File: src/rtl/extent_map_lookup_assert.svh
// assertion macros for the extent map lookup block
// depends on nothing; included by the top level only
`ifndef EXTENT_MAP_LOOKUP_ASSERT_SVH
`define EXTENT_MAP_LOOKUP_ASSERT_SVH
`ifndef SYNTHESIS
// property must hold at every clock edge out of reset
`define EML_ASSERT(lbl, clk_s, rst_s, prop, msg) \
  lbl: assert property (@(posedge clk_s) disable iff (!rst_s) prop) else $error(msg);
// condition must never be seen at a clock edge out of reset
`define EML_NEVER(lbl, clk_s, rst_s, expr, msg) \
  lbl: assert property (@(posedge clk_s) disable iff (!rst_s) !(expr)) else $error(msg);
`else
`define EML_ASSERT(lbl, clk_s, rst_s, prop, msg)
`define EML_NEVER(lbl, clk_s, rst_s, expr, msg)
`endif
`endif

File: src/rtl/eml_pkg.sv
// shared types and constants for the extent map lookup block
// no dependencies; used by the interfaces, controller, datapath and top level
`default_nettype none

package eml_pkg;

  localparam int MAX_EXTENTS_DEF = 256;

  localparam int ENTRY_IDX_W = 8;
  localparam int BLOCK_W     = 24;
  localparam int LEN_W       = 8;
  localparam int PHYS_W      = 25;
  localparam int COUNT_W     = 9;

  // function codes of an input transaction
  localparam logic FUNC_WRITE  = 1'b0;
  localparam logic FUNC_LOOKUP = 1'b1;

  typedef enum logic [1:0] {
    ST_MAPPED   = 2'd0,
    ST_HOLE     = 2'd1,
    ST_PAST_END = 2'd2
  } status_t;

  // one table entry as stored
  typedef struct packed {
    logic [BLOCK_W-1:0] lstart;
    logic [LEN_W-1:0]   len;
    logic [BLOCK_W-1:0] pstart;
  } extent_t;

  // controller to datapath
  typedef struct packed {
    logic wr_en;
    logic start;
    logic step;
    logic load_out;
  } eml_cmd_t;

  // datapath to controller
  typedef struct packed {
    logic done;
  } eml_sts_t;

endpackage

`default_nettype wire

File: src/rtl/eml_ctrl.sv
// controller of the extent map lookup: accepts transactions, steps the scan
// depends on eml_pkg for the command and status structs and function codes
`default_nettype none

module eml_ctrl import eml_pkg::*; (
  input  wire logic     clk,
  input  wire logic     rst_n,
  input  wire logic     in_valid,
  input  wire logic     in_func,
  output logic          in_ready,
  output logic          out_valid,
  input  wire logic     out_ready,
  input  wire eml_sts_t sts,
  output eml_cmd_t      cmd
);

  typedef enum logic {
    S_IDLE,
    S_SCAN
  } state_t;

  state_t state_r, state_nxt;
  logic   out_valid_r, out_valid_nxt;
  logic   out_free;

  // commands and next state
  always_comb begin
    cmd           = '0;
    state_nxt     = state_r;
    out_free      = !out_valid_r || out_ready;
    out_valid_nxt = out_ready ? 1'b0 : out_valid_r;
    case (state_r)
      S_IDLE: begin
        if (in_valid && in_func == FUNC_WRITE) begin
          cmd.wr_en = 1'b1;
        end
        if (in_valid && in_func == FUNC_LOOKUP) begin
          cmd.start = 1'b1;
          state_nxt = S_SCAN;
        end
      end
      S_SCAN: begin
        if (!sts.done) begin
          cmd.step = 1'b1;
        end else if (out_free) begin
          cmd.load_out  = 1'b1;
          out_valid_nxt = 1'b1;
          state_nxt     = S_IDLE;
        end
      end
      default: begin
        state_nxt = S_IDLE;
      end
    endcase
  end

  // state and registered result valid
  always_ff @(posedge clk) begin
    if (!rst_n) begin
      state_r     <= S_IDLE;
      out_valid_r <= 1'b0;
    end else begin
      state_r     <= state_nxt;
      out_valid_r <= out_valid_nxt;
    end
  end

  assign in_ready  = (state_r == S_IDLE);
  assign out_valid = out_valid_r;

endmodule

`default_nettype wire

File: config.mk
export PLATFORM = sky130hd
export DESIGN_NAME = eml_ctrl
export DESIGN_NICKNAME = d
export VERILOG_FILES = /design/src/rtl/extent_map_lookup_assert.svh /design/src/rtl/eml_pkg.sv /design/src/rtl/eml_ctrl.sv
export SDC_FILE = /design/constraint.sdc
export NUM_CORES = 1
export LEC_CHECK = 0
export BUFFER_PORTS_ARGS = -buffer_cell sky130_fd_sc_hd__buf_2
export CORE_AREA = 2 2 39 41
export DETAILED_ROUTE_END_ITERATION = 8
export DIE_AREA = 0 0 41 43
export HOLD_SLACK_MARGIN = 0.02
export PLACE_DENSITY = 0.38
export SYNTH_ARGS = -nofsm -noshare
export SYNTH_HDL_FRONTEND = slang
export SYNTH_SLANG_ARGS = --single-unit
File: constraint.sdc
create_clock -name clk -period 0.8 [get_ports clk]
set_clock_uncertainty 0.05 [all_clocks]
set_input_delay 0.24 -clock clk [delete_from_list [all_inputs] [get_ports clk]]
set_output_delay 0.24 -clock clk [all_outputs]
set_load 0.005 [all_outputs]
==> metrics.md, run 1 <==
| Metric | Value |
|---|---|
| Crit path arrival time | 0.89 ns |
| Clock Sinks | 2 |
| Worst hold path class | input port to register |
| FF/Latch Area | roughly 45 um^2 |
| Worst r2r dst | state_r$_SDFF_PN0_ |
| CTS tree | built |
| DP Cell Count | 42 |
| WP data required | 0.51 ns |
| Gr ovfl total | 0 |
| End of the worst hold path | state_r$_SDFF_PN0_ |
| Share of post-route cells with drive strength above 1 | 0.871 |
| Synth unique cells | 11 |
| Peak VDD IR | between 0.0004 and 0.0005 V |
| Initial core utilization | 0.0741 |
| Diodes inserted | 0 |
| Worst setup SP type | register |
| # setup viols final | 7 |
| Post-synthesis sequential area ratio | 0.390 |
| Routability cong. | 0.669 |
| H-tree depth | 1 |
| Asr flop ratio synth | 0 |
| Number of buffers inserted by port buffering | 11 |
| Final WL | around 400 um |
| Synth Register Bits | 2 |
| Initial antenna violation count | 0 |
| Area leader, netlist | dfxtp_1 |
| CP bufs+invs | 2 |
| Post-DP HPWL | roughly 280 um |
| IO Pins | 12 |
| Area of the multi-input gates | approximately 73 um^2 |
| Power Internal | between 0.0003 and 0.0004 W |
| Final Instance Count excl. Fillers | 47 |
| Ys Warns | 0 |
| Antenna viol nets, final | 0 |
| Largest net degree at the start of global routing | 4 |
| First-pass GRT wire length | about 610 um |
| Post-synth EDFFs | 0 |
| Top Layer Used | met3 |
| Hold-fix buffers, CTS | 0 |
| Die Area | 1760 um^2 |
| Period utilization | 1.48 |
| Synthesis-to-finish area growth | 182% |
| TritonRoute pass-1 iters | 1 |
| Combinational Power Share | 0.209 |
| CTS clk-pin slew, worst paths | about 0.030 ns |
| Routed len/inst | between 8 and 9 um |
| Die Ht | 43 um |
| Pleak | approximately 0.14 nW |
| Synthesized area | 103 um^2 |
| Metal2 WL | between 100 and 150 um |
| Max-slew violations | 0 |
| Tightest Pin Transition | 0.142 ns |
| Ys flop type | dfxtp_1 |
| Iteration-0 DRC Markers | 0 |
| Mapped Cells | 12 |
| Max Buffers Root-to-Sink | 2 |
| Status | complete, but fails checks |
| Die Span X | between 40 and 50 um |
| Total number of vias | between 150 and 200 |
| Drt drc | 0 |
| Met3 wire len | 62 um |
| Fillers | ~160 |
| RSZ-0062 raised after global routing | true |
| Flop pwr share | 0.263 |
| Fmax | between 800 and 900 MHz |
| Clk pwr share | 0.529 |
| M1 WL | 198 um |
| Crit path kind | register to primary output |
| Yosys top cell area share | 0.390 |
| Minimum clock period | approximately 1.2 ns |
| Skew-Pair Late Insertion Delay | approximately 0.22 ns |
| Syn avg cell area | about 8.5 um^2 |
| Largest cells by area after synthesis | dfxtp_1 (39%), and3_4 (11%), a21boi_0 (7.3%), nor3b_1 (7.3%), o21a_1 (7.3%) |
| Setup WS pre-CTS | -0.211 ns |
| Max-cap violations | 0 |
| Hold Path Cell Cnt | 2 |
| Register-to-Register Path Depth | 5 |
| CP Capture Type | primary output |
| Net Count, Synth | 18 |
| Power Density | about 1400 nW/um^2 |
| Final Hold Fails | 0 |
| GRT Total Usage | 0.0601 |
| Worst setup margin | -0.385 ns |
| CTS Buf Count | 3 |
| Crit path max-delay family | flip-flops |
| Clock Root Buffer | clkbuf_4 |
| Minimum hold slack | between 0.15 and 0.2 ns |
| Core ar. | between 1000 and 1500 um^2 |
| Vias in the first global route | 145 |
| Reg2Reg Launch Point | state_r$_SDFF_PN0_ |
| Slew headroom | 0.905 |
| Vias per cell | between 3 and 4 |
| Rows | 14 |
| CP max stage delay | roughly 0.35 ns |
| Psw | ~0.000091 W |
| Crit path launch | state_r$_SDFF_PN0_ |
| FF-to-FF setup slack | -0.30 ns |
| Min-delay src | rst_n |
| Violated checks | negative setup slack |
| Crit-path slowest cell | dfxtp_4 |
| Sw Ratio | 0.218 |
| Worst path cell trace | inv_4 -> and3_4 -> buf_6 |
| Max FO, Critical Path | 3 |
| Most common cell in the synthesized netlist | dfxtp_1 |
| Nets | 39 |
==> final cells by class <==
class                           instances  share of cell area
Tap cell                               16              0.0693
Clock buffer                            3              0.0779
Inverter                                1              0.0216
Timing Repair Buffer                   16               0.424
Multi-Input combinational cell          9               0.251
Sequential cell                         2               0.156
==> power by group through the flow <==
stage	combinational, W	clock [W]	sequential [W]
2_1_floorplan	0.0000207	0	0.000110
4_1_cts	0.0000746	0.000240	0.000110
5_1_grt	0.0000952	0.000261	0.000110
3_3_place_gp	0.0000582	0	0.000111
3_5_place_dp	0.0000578	0	0.000110
6_report	0.0000872	0.000221	0.000110
==> sequential cells by signal, summed over array words and instances (netlist names) <==
register and flops:
out_valid 1, state_r 1
==> worst reg2reg max path, cell delays in order (launching register included) <==
cell and delay, ns:
dfxtp_4 0.36, inv_4 0.04, and3_4 0.14, buf_4 0.13
buf_6 0.10, o21a_1 0.16
==> how the worst max path moves through the flow <==
stage                          to  slack [ns]  cells past startpoint
5_1_grt                    cmd[3]       -0.45                      2
6_report                   cmd[2]       -0.38                      3
3_3_place_gp               cmd[0]       -0.22                      4
2_1_floorplan  state_r$_SDFF_PN0_       -0.04                      3
4_1_cts                    cmd[2]       -0.38                      3
3_5_place_dp               cmd[0]       -0.21                      4
==> timing repair <==
item	CTS	global route
cloned	0	0
pin swaps	2	2
resized for setup	6	9
endpoints found under the hold margin	0	0
setup endpoints to repair	7	8
setup buffers	2	2
==> logic make-up after synthesis <==
group                  count (synthesis)  share of synthesized area
buffers and inverters                  1                     0.0366
DFF                                    2                      0.390
AOI/OAI and AO/OA                      3                      0.195
and+or+nand+nor                        6                      0.378
==> metal layers <==
| layer | global-route usage | up-vias |
|---|---|---|
| met1 | 0.0796 | 62 |
| li1 | - | 81 |
| met4 | 0.0800 | 0 |
| met5 | 0 | - |
| met2 | 0.0406 | 12 |
| met3 | 0.0524 | 0 |
==> placed cells by master, fill, tap and decap left out, types with 2 or more instances in the layout <==
| master | n |
|---|---|
| clkbuf_4 | 3 |
| buf_6 | 6 |
| buf_2 | 8 |
| buf_4 | 2 |
==> stage by stage <==
stage                util  power, W  area [um^2]  setup TNS, ns
floorplan               -  0.000131          104         -0.127
global placement    0.146  0.000169          201         -0.975
detailed placement  0.146  0.000168          201         -0.909
CTS                 0.187  0.000424          259          -2.17
global route        0.209  0.000467          289          -2.66
finish              0.209  0.000418          289          -2.27
Power figures use the tool's default switching activity.
==> run 2, diff against run 1 <==
--- a/config.mk
+++ b/config.mk
@@ -9,6 +9,7 @@
 export CORE_AREA = 2 2 39 41
 export DETAILED_ROUTE_END_ITERATION = 8
 export DIE_AREA = 0 0 41 43
+export GPL_TIMING_DRIVEN = 0
 export HOLD_SLACK_MARGIN = 0.02
 export PLACE_DENSITY = 0.38
 export SYNTH_ARGS = -nofsm -noshare
==> run 2 against run 1 <==
- register-to-register slack better by 0.16 ns
- critical path depth is the same
- first-iteration DRC count is 2 higher
- setup slack gained 0.0020 ns
- sequential power hardly changed
- combinational power shrank 22%
- non-clock buffer count down 2
- the flow still finishes with violations (negative setup slack)
- flip-flop and latch count unchanged
- final cell count shrank 4.3%
- cell area shrank 16%
- utilization is 3.4 points lower
==> metrics.md, run 2 (synthesis results as in run 1) <==
| Metric | Value |
|---|---|
| Pleak | 0.115 nW (-17%) |
| Violated checks | negative setup slack |
| Die Span X | 41 um (unchanged) |
| IO Pins | 12 (unchanged) |
| Core ar. | 1380 um^2 (unchanged) |
| Initial antenna violation count | 0 (unchanged) |
| CTS Buf Count | 3 (unchanged) |
| Die Ht | 43 um (unchanged) |
| First-pass GRT wire length | 621 um (+2.3%) |
| Max FO, Critical Path | 4 (+1) |
| Power Density | 1670 nW/um^2 (+16%) |
| Most common cell after layout, fill and taps aside | buf_2 |
| CP Capture Type | primary output |
| Initial core utilization | 0.0741 (unchanged) |
| Vias in the first global route | 156 (+7.6%) |
| Crit path kind | register to primary output |
| Area of the multi-input gates | 68.8 um^2 (-5.2%) |
| Share of post-route cells with drive strength above 1 | 0.828 (-0.0434) |
| # setup viols final | 7 (unchanged) |
| CTS tree | built |
| TritonRoute pass-1 iters | 2 (+1) |
| Minimum clock period | 1.18 ns (-0.00202 ns) |
| Antenna viol nets, final | 0 (unchanged) |
| Hold-fix buffers, CTS | 0 (unchanged) |
| FF-to-FF setup slack | -0.14 ns (+0.16 ns) |
| Worst hold path class | input port to register |
| H-tree depth | 1 (unchanged) |
| Clk pwr share | 0.561 (+0.032) |
| Largest net degree at the start of global routing | 5 (+1) |
| Nets | 37 (-5.1%) |
| Fillers | 161 (+3.9%) |
| Status | complete, but fails checks |
| Total number of vias | 146 (-5.8%) |
| Slew headroom | 0.904 (about the same) |
| Vias per cell | 3.24 (-1.6%) |
| GRT Total Usage | 0.0632 (+0.00313) |
| Reg2Reg Launch Point | state_r$_SDFF_PN0_ |
| Diodes inserted | 0 (unchanged) |
| Fmax | 846 MHz (+0.17%) |
| Routability cong. | 0.687 (+2.6%) |
| WP data required | 0.51 ns (about the same) |
| Drt drc | 0 (unchanged) |
| Power Internal | 0.000313 W (-4.2%) |
| Final WL | 396 um (-1.2%) |
| Clock Sinks | 2 (unchanged) |
| Max Buffers Root-to-Sink | 2 (unchanged) |
| Max-cap violations | 0 (unchanged) |
| Psw | 0.0000910 W (-0.23%) |
| Min-delay src | rst_n |
| FF/Latch Area | 42.5 um^2 (-5.6%) |
| Setup WS pre-CTS | -0.239 ns (-0.0282 ns) |
| CTS clk-pin slew, worst paths | 0.03 ns (about the same) |
| Number of buffers inserted by port buffering | 11 (unchanged) |
| Max-slew violations | 0 (unchanged) |
| Clock Root Buffer | clkbuf_4 |
| Synthesis-to-finish area growth | 135% |
| Combinational Power Share | 0.168 (-0.041) |
| RSZ-0062 raised after global routing | true |
| Skew-Pair Late Insertion Delay | 0.23 ns (about the same) |
| Total negative slack | -1.87 ns (+0.398 ns) |
| Iteration-0 DRC Markers | 2 (+2) |
| Final Hold Fails | 0 (unchanged) |
| Period utilization | 1.48 (-0.00252) |
| Tightest Pin Transition | 0.143 ns (+0.00129 ns) |
| Worst setup margin | -0.383 ns (+0.00201 ns) |
| Crit path launch | state_r$_SDFF_PN0_ |
| Die Area | 1760 um^2 (unchanged) |
| Routed len/inst | 8.80 um (+3.1%) |
| Pwr Total | 0.000404 W (-3.4%) |
| Peak VDD IR | 0.000634 V (+56%) |
| Commonest non-fill, non-tap cells in the layout | buf_2 (10), clkbuf_4 (3), buf_4 (3) |
| Flop pwr share | 0.271 (+0.008) |
| Crit path arrival time | 0.89 ns (about the same) |
| Sw Ratio | 0.225 (+0.00707) |
| Worst setup SP type | register |
| Gr ovfl total | 0 (unchanged) |
| Rows | 14 (unchanged) |
-- run 2: final timing paths --
path,endpoint,cells after the start
max reg2reg,state_r$_SDFF_PN0_,5
max,cmd[2],3
min,state_r$_SDFF_PN0_,2
min reg2reg,out_valid$_SDFF_PN0_,2
-- run 2: routing by layer --
| layer | GRT usage | share of wire |
|---|---|---|
| met5 | 0 | 0 |
| met2 | 0.0594 | 0.27 |
| met1 | 0.0673 | 0.46 |
| met4 | 0.0200 | 0 |
| met3 | 0.105 | 0.27 |
-- run 2: critical path, stage by stage, from the launching register on --
cell and delay [ns]:
dfxtp_2 0.32, inv_2 0.07, and3_4 0.19, buf_6 0.09
-- run 2: repair_timing --
item | CTS | global route
gates resized for setup | 5 | 2
pin swaps | 0 | 2
endpoints found under the hold margin | 0 | 0
setup endpoints to repair | 7 | 8
setup buffers | 3 | 2
-- run 2: layout make-up --
| class | count | area share |
|---|---|---|
| Multi-Input combinational cell | 9 | 0.285 |
| Inverter | 1 | 0.0155 |
| Clock buffer | 3 | 0.0933 |
| Tap cell | 16 | 0.0829 |
| Timing Repair Buffer | 14 | 0.347 |
| Sequential cell | 2 | 0.176 |
-- run 2: power groups by stage --
stage          sequential, W  combinational (W)  clock, W
5_1_grt             0.000111          0.0000745  0.000245
3_3_place_gp        0.000110          0.0000519         0
2_1_floorplan       0.000110          0.0000207         0
6_report            0.000110          0.0000678  0.000227
3_5_place_dp        0.000110          0.0000511         0
4_1_cts             0.000109          0.0000644  0.000240
-- run 2: through the flow --
stage,area (um^2),hold WS [ns],std cells,utilization
global placement,179,0.417,39,0.129
floorplan,104,0.307,12,-
CTS,239,0.180,45,0.173
finish,241,0.185,45,0.175
global route,241,0.194,45,0.175
detailed placement,179,0.408,39,0.129
==> run 3, diff against run 2 <==
--- a/config.mk
+++ b/config.mk
@@ -10,7 +10,7 @@
 export DETAILED_ROUTE_END_ITERATION = 8
 export DIE_AREA = 0 0 41 43
 export GPL_TIMING_DRIVEN = 0
-export HOLD_SLACK_MARGIN = 0.02
+export HOLD_SLACK_MARGIN = 0.12
 export PLACE_DENSITY = 0.38
 export SYNTH_ARGS = -nofsm -noshare
 export SYNTH_HDL_FRONTEND = slang
==> constraint.sdc (replaced) <==
create_clock -name clk -period 0.8 [get_ports clk]
set_clock_uncertainty 0.05 [all_clocks]
set_input_delay 0.24 -clock clk [delete_from_list [all_inputs] [get_ports clk]]
set_output_delay 0.24 -clock clk [all_outputs]
set_load 0.01 [all_outputs]
==> run 3 against run 2 <==
- the flow still finishes with violations (negative setup slack)
- register-to-register slack got worse by 0.17 ns
- final cell count is the same
- setup slack got worse by 0.017 ns
- power up 4.6%
- critical path type unchanged
==> metrics.md, run 3 (synthesis results as in run 1) <==
| Metric | Value |
|---|---|
| Status | complete, but fails checks |
| Violated checks | negative setup slack |
| RSZ-0062 raised after global routing | true |
| # setup viols final | 7 (unchanged) |
| Die Span X | 41 um (unchanged) |
| Period utilization | 1.50 (+0.0218) |
| Clock Root Buffer | clkbuf_4 |
| CTS tree | built |
| Final Hold Fails | 0 (unchanged) |
| CP Capture Type | primary output |
| Largest net degree at the start of global routing | 5 (unchanged) |
| DP Area | 193 um^2 (+7.7%) |
| Met3 Track Usage GR | 0.0366 (-0.0681) |
| Antenna viol nets, final | 0 (unchanged) |
| H-tree depth | 1 (unchanged) |
| Fmax | 833 MHz (-1.5%) |
| Core ar. | 1380 um^2 (unchanged) |
| Most common cell after layout, fill and taps aside | buf_2 |
| Fillers | 154 (-4.3%) |
| Iteration-0 DRC Markers | 0 (-2) |
| Commonest non-fill, non-tap cells in the layout | buf_2 (8), buf_6 (4), clkbuf_4 (3) |
| Die Area | 1760 um^2 (unchanged) |
| Pleak | 0.138 nW (+20%) |
| Number of buffers inserted by port buffering | 11 (unchanged) |
| Routability cong. | 0.627 (-8.7%) |
| Initial core utilization | 0.0741 (unchanged) |
| Clock Sinks | 2 (unchanged) |
| Rows | 14 (unchanged) |
| WP data required | 0.51 ns (about the same) |
| Hold-fix buffers, CTS | 0 (unchanged) |
| CTS clk-pin slew, worst paths | 0.03 ns (about the same) |
| CTS Buf Count | 3 (unchanged) |
| Peak VDD IR | 0.000383 V (-40%) |
| IO Pins | 12 (unchanged) |
| Final instance area | 270 um^2 (+12%) |
| TritonRoute pass-1 iters | 1 (-1) |
| Tightest Pin Transition | 0.122 ns (-0.0214 ns) |
| Total number of vias | 141 (-3.4%) |
| Routed len/inst | 8.42 um (-4.3%) |
| Die Ht | 43 um (unchanged) |
| GR peak layer | met1 |
| Met1 Track Usage GR | 0.0609 (-0.00641) |
| Minimum clock period | 1.20 ns (+0.0175 ns) |
| GRT Total Usage | 0.0471 (-0.0160) |
| Skew-Pair Late Insertion Delay | 0.22 ns (about the same) |
| Post-DP HPWL | approximately 260 um |
| Share of post-route cells with drive strength above 1 | 0.862 (+0.0345) |
| Max FO, Critical Path | 4 (unchanged) |
| Gr ovfl total | 0 (unchanged) |
| Crit path kind | register to primary output |
| Max-cap violations | 0 (unchanged) |
| Vias in the first global route | 125 (-20%) |
| First-pass GRT wire length | 476 um (-23%) |
| Max Buffers Root-to-Sink | 2 (unchanged) |
| Slew headroom | 0.918 (+0.0138) |
| Final WL | 379 um (-4.3%) |
| Synthesis-to-finish area growth | 163% |
| Vias per cell | 3.13 (-3.4%) |
| Max-slew violations | 0 (unchanged) |
| Worst setup SP type | register |
| Minimum hold slack | 0.196 ns (+0.0112 ns) |
| Worst hold path class | input port to register |
| Crit path arrival time | 0.91 ns (+0.02 ns) |
| GR met2 Demand/Resource | 0.0375 (-0.0219) |
| Nets | 37 (unchanged) |
| Worst setup margin | -0.400 ns (-0.0175 ns) |
| Power Density | 1560 nW/um^2 (-6.6%) |
| Final core occ | 0.195 (+0.0208) |
| Drt drc | 0 (unchanged) |
| Initial antenna violation count | 0 (unchanged) |
| Diodes inserted | 0 (unchanged) |
==> run 3: final timing paths <==
kind              slack, ns                  from                    to  cells after the start
setup / recovery      -0.40    state_r$_SDFF_PN0_                cmd[2]                      3
hold / removal         0.20                 rst_n    state_r$_SDFF_PN0_                      2
setup reg to reg      -0.31    state_r$_SDFF_PN0_    state_r$_SDFF_PN0_                      5
hold reg to reg        0.46  out_valid$_SDFF_PN0_  out_valid$_SDFF_PN0_                      2
==> run 3: power by group <==
group          internal, W  leakage, nW  total (W)  switching, W
sequential        0.000106       0.0172   0.000111    0.00000542
combinational    0.0000539        0.107  0.0000870     0.0000331
clock             0.000166       0.0138   0.000224     0.0000585
==> run 3: cell type report <==
cell class	count	area, um^2	share of cell area
Sequential cell	2	42.5	0.157
Clock buffer	3	22.5	0.0833
Tap cell	16	20.0	0.0741
Inverter	1	3.75	0.0139
Timing Repair Buffer	14	100	0.370
Multi-Input combinational cell	9	81.3	0.301
==> run 3: layer usage <==
layer  vias up  wire length (um)  part of all wire
met3         0                77              0.20
met2        12               118              0.31
met1        54               183              0.48
met5         -                 0                 0
li1         75                 -                 -
met4         0                 0                 0
==> run 3: through the flow <==
step	worst slack (ns)	instances	total power, W	TNS (ns)
after global placement	-0.261	39	0.000171	-0.762
after floorplan	-0.0808	12	0.000140	-0.312
final	-0.400	45	0.000423	-2.28
after detailed placement	-0.250	39	0.000170	-0.739
after CTS	-0.408	43	0.000424	-2.15
after global routing	-0.431	45	0.000450	-2.52
==> run 3: what timing repair did <==
| action | in CTS | in global routing |
|---|---|---|
| setup buffers | 1 | 2 |
| pin swaps | 2 | 2 |
| resized for setup | 3 | 3 |
| setup endpoints to repair | 7 | 7 |
==> run 3: worst max-delay path: stages (launching register included) <==
cell     delay [ns]
dfxtp_2        0.33
inv_2          0.08
and3_4         0.18
buf_6          0.09
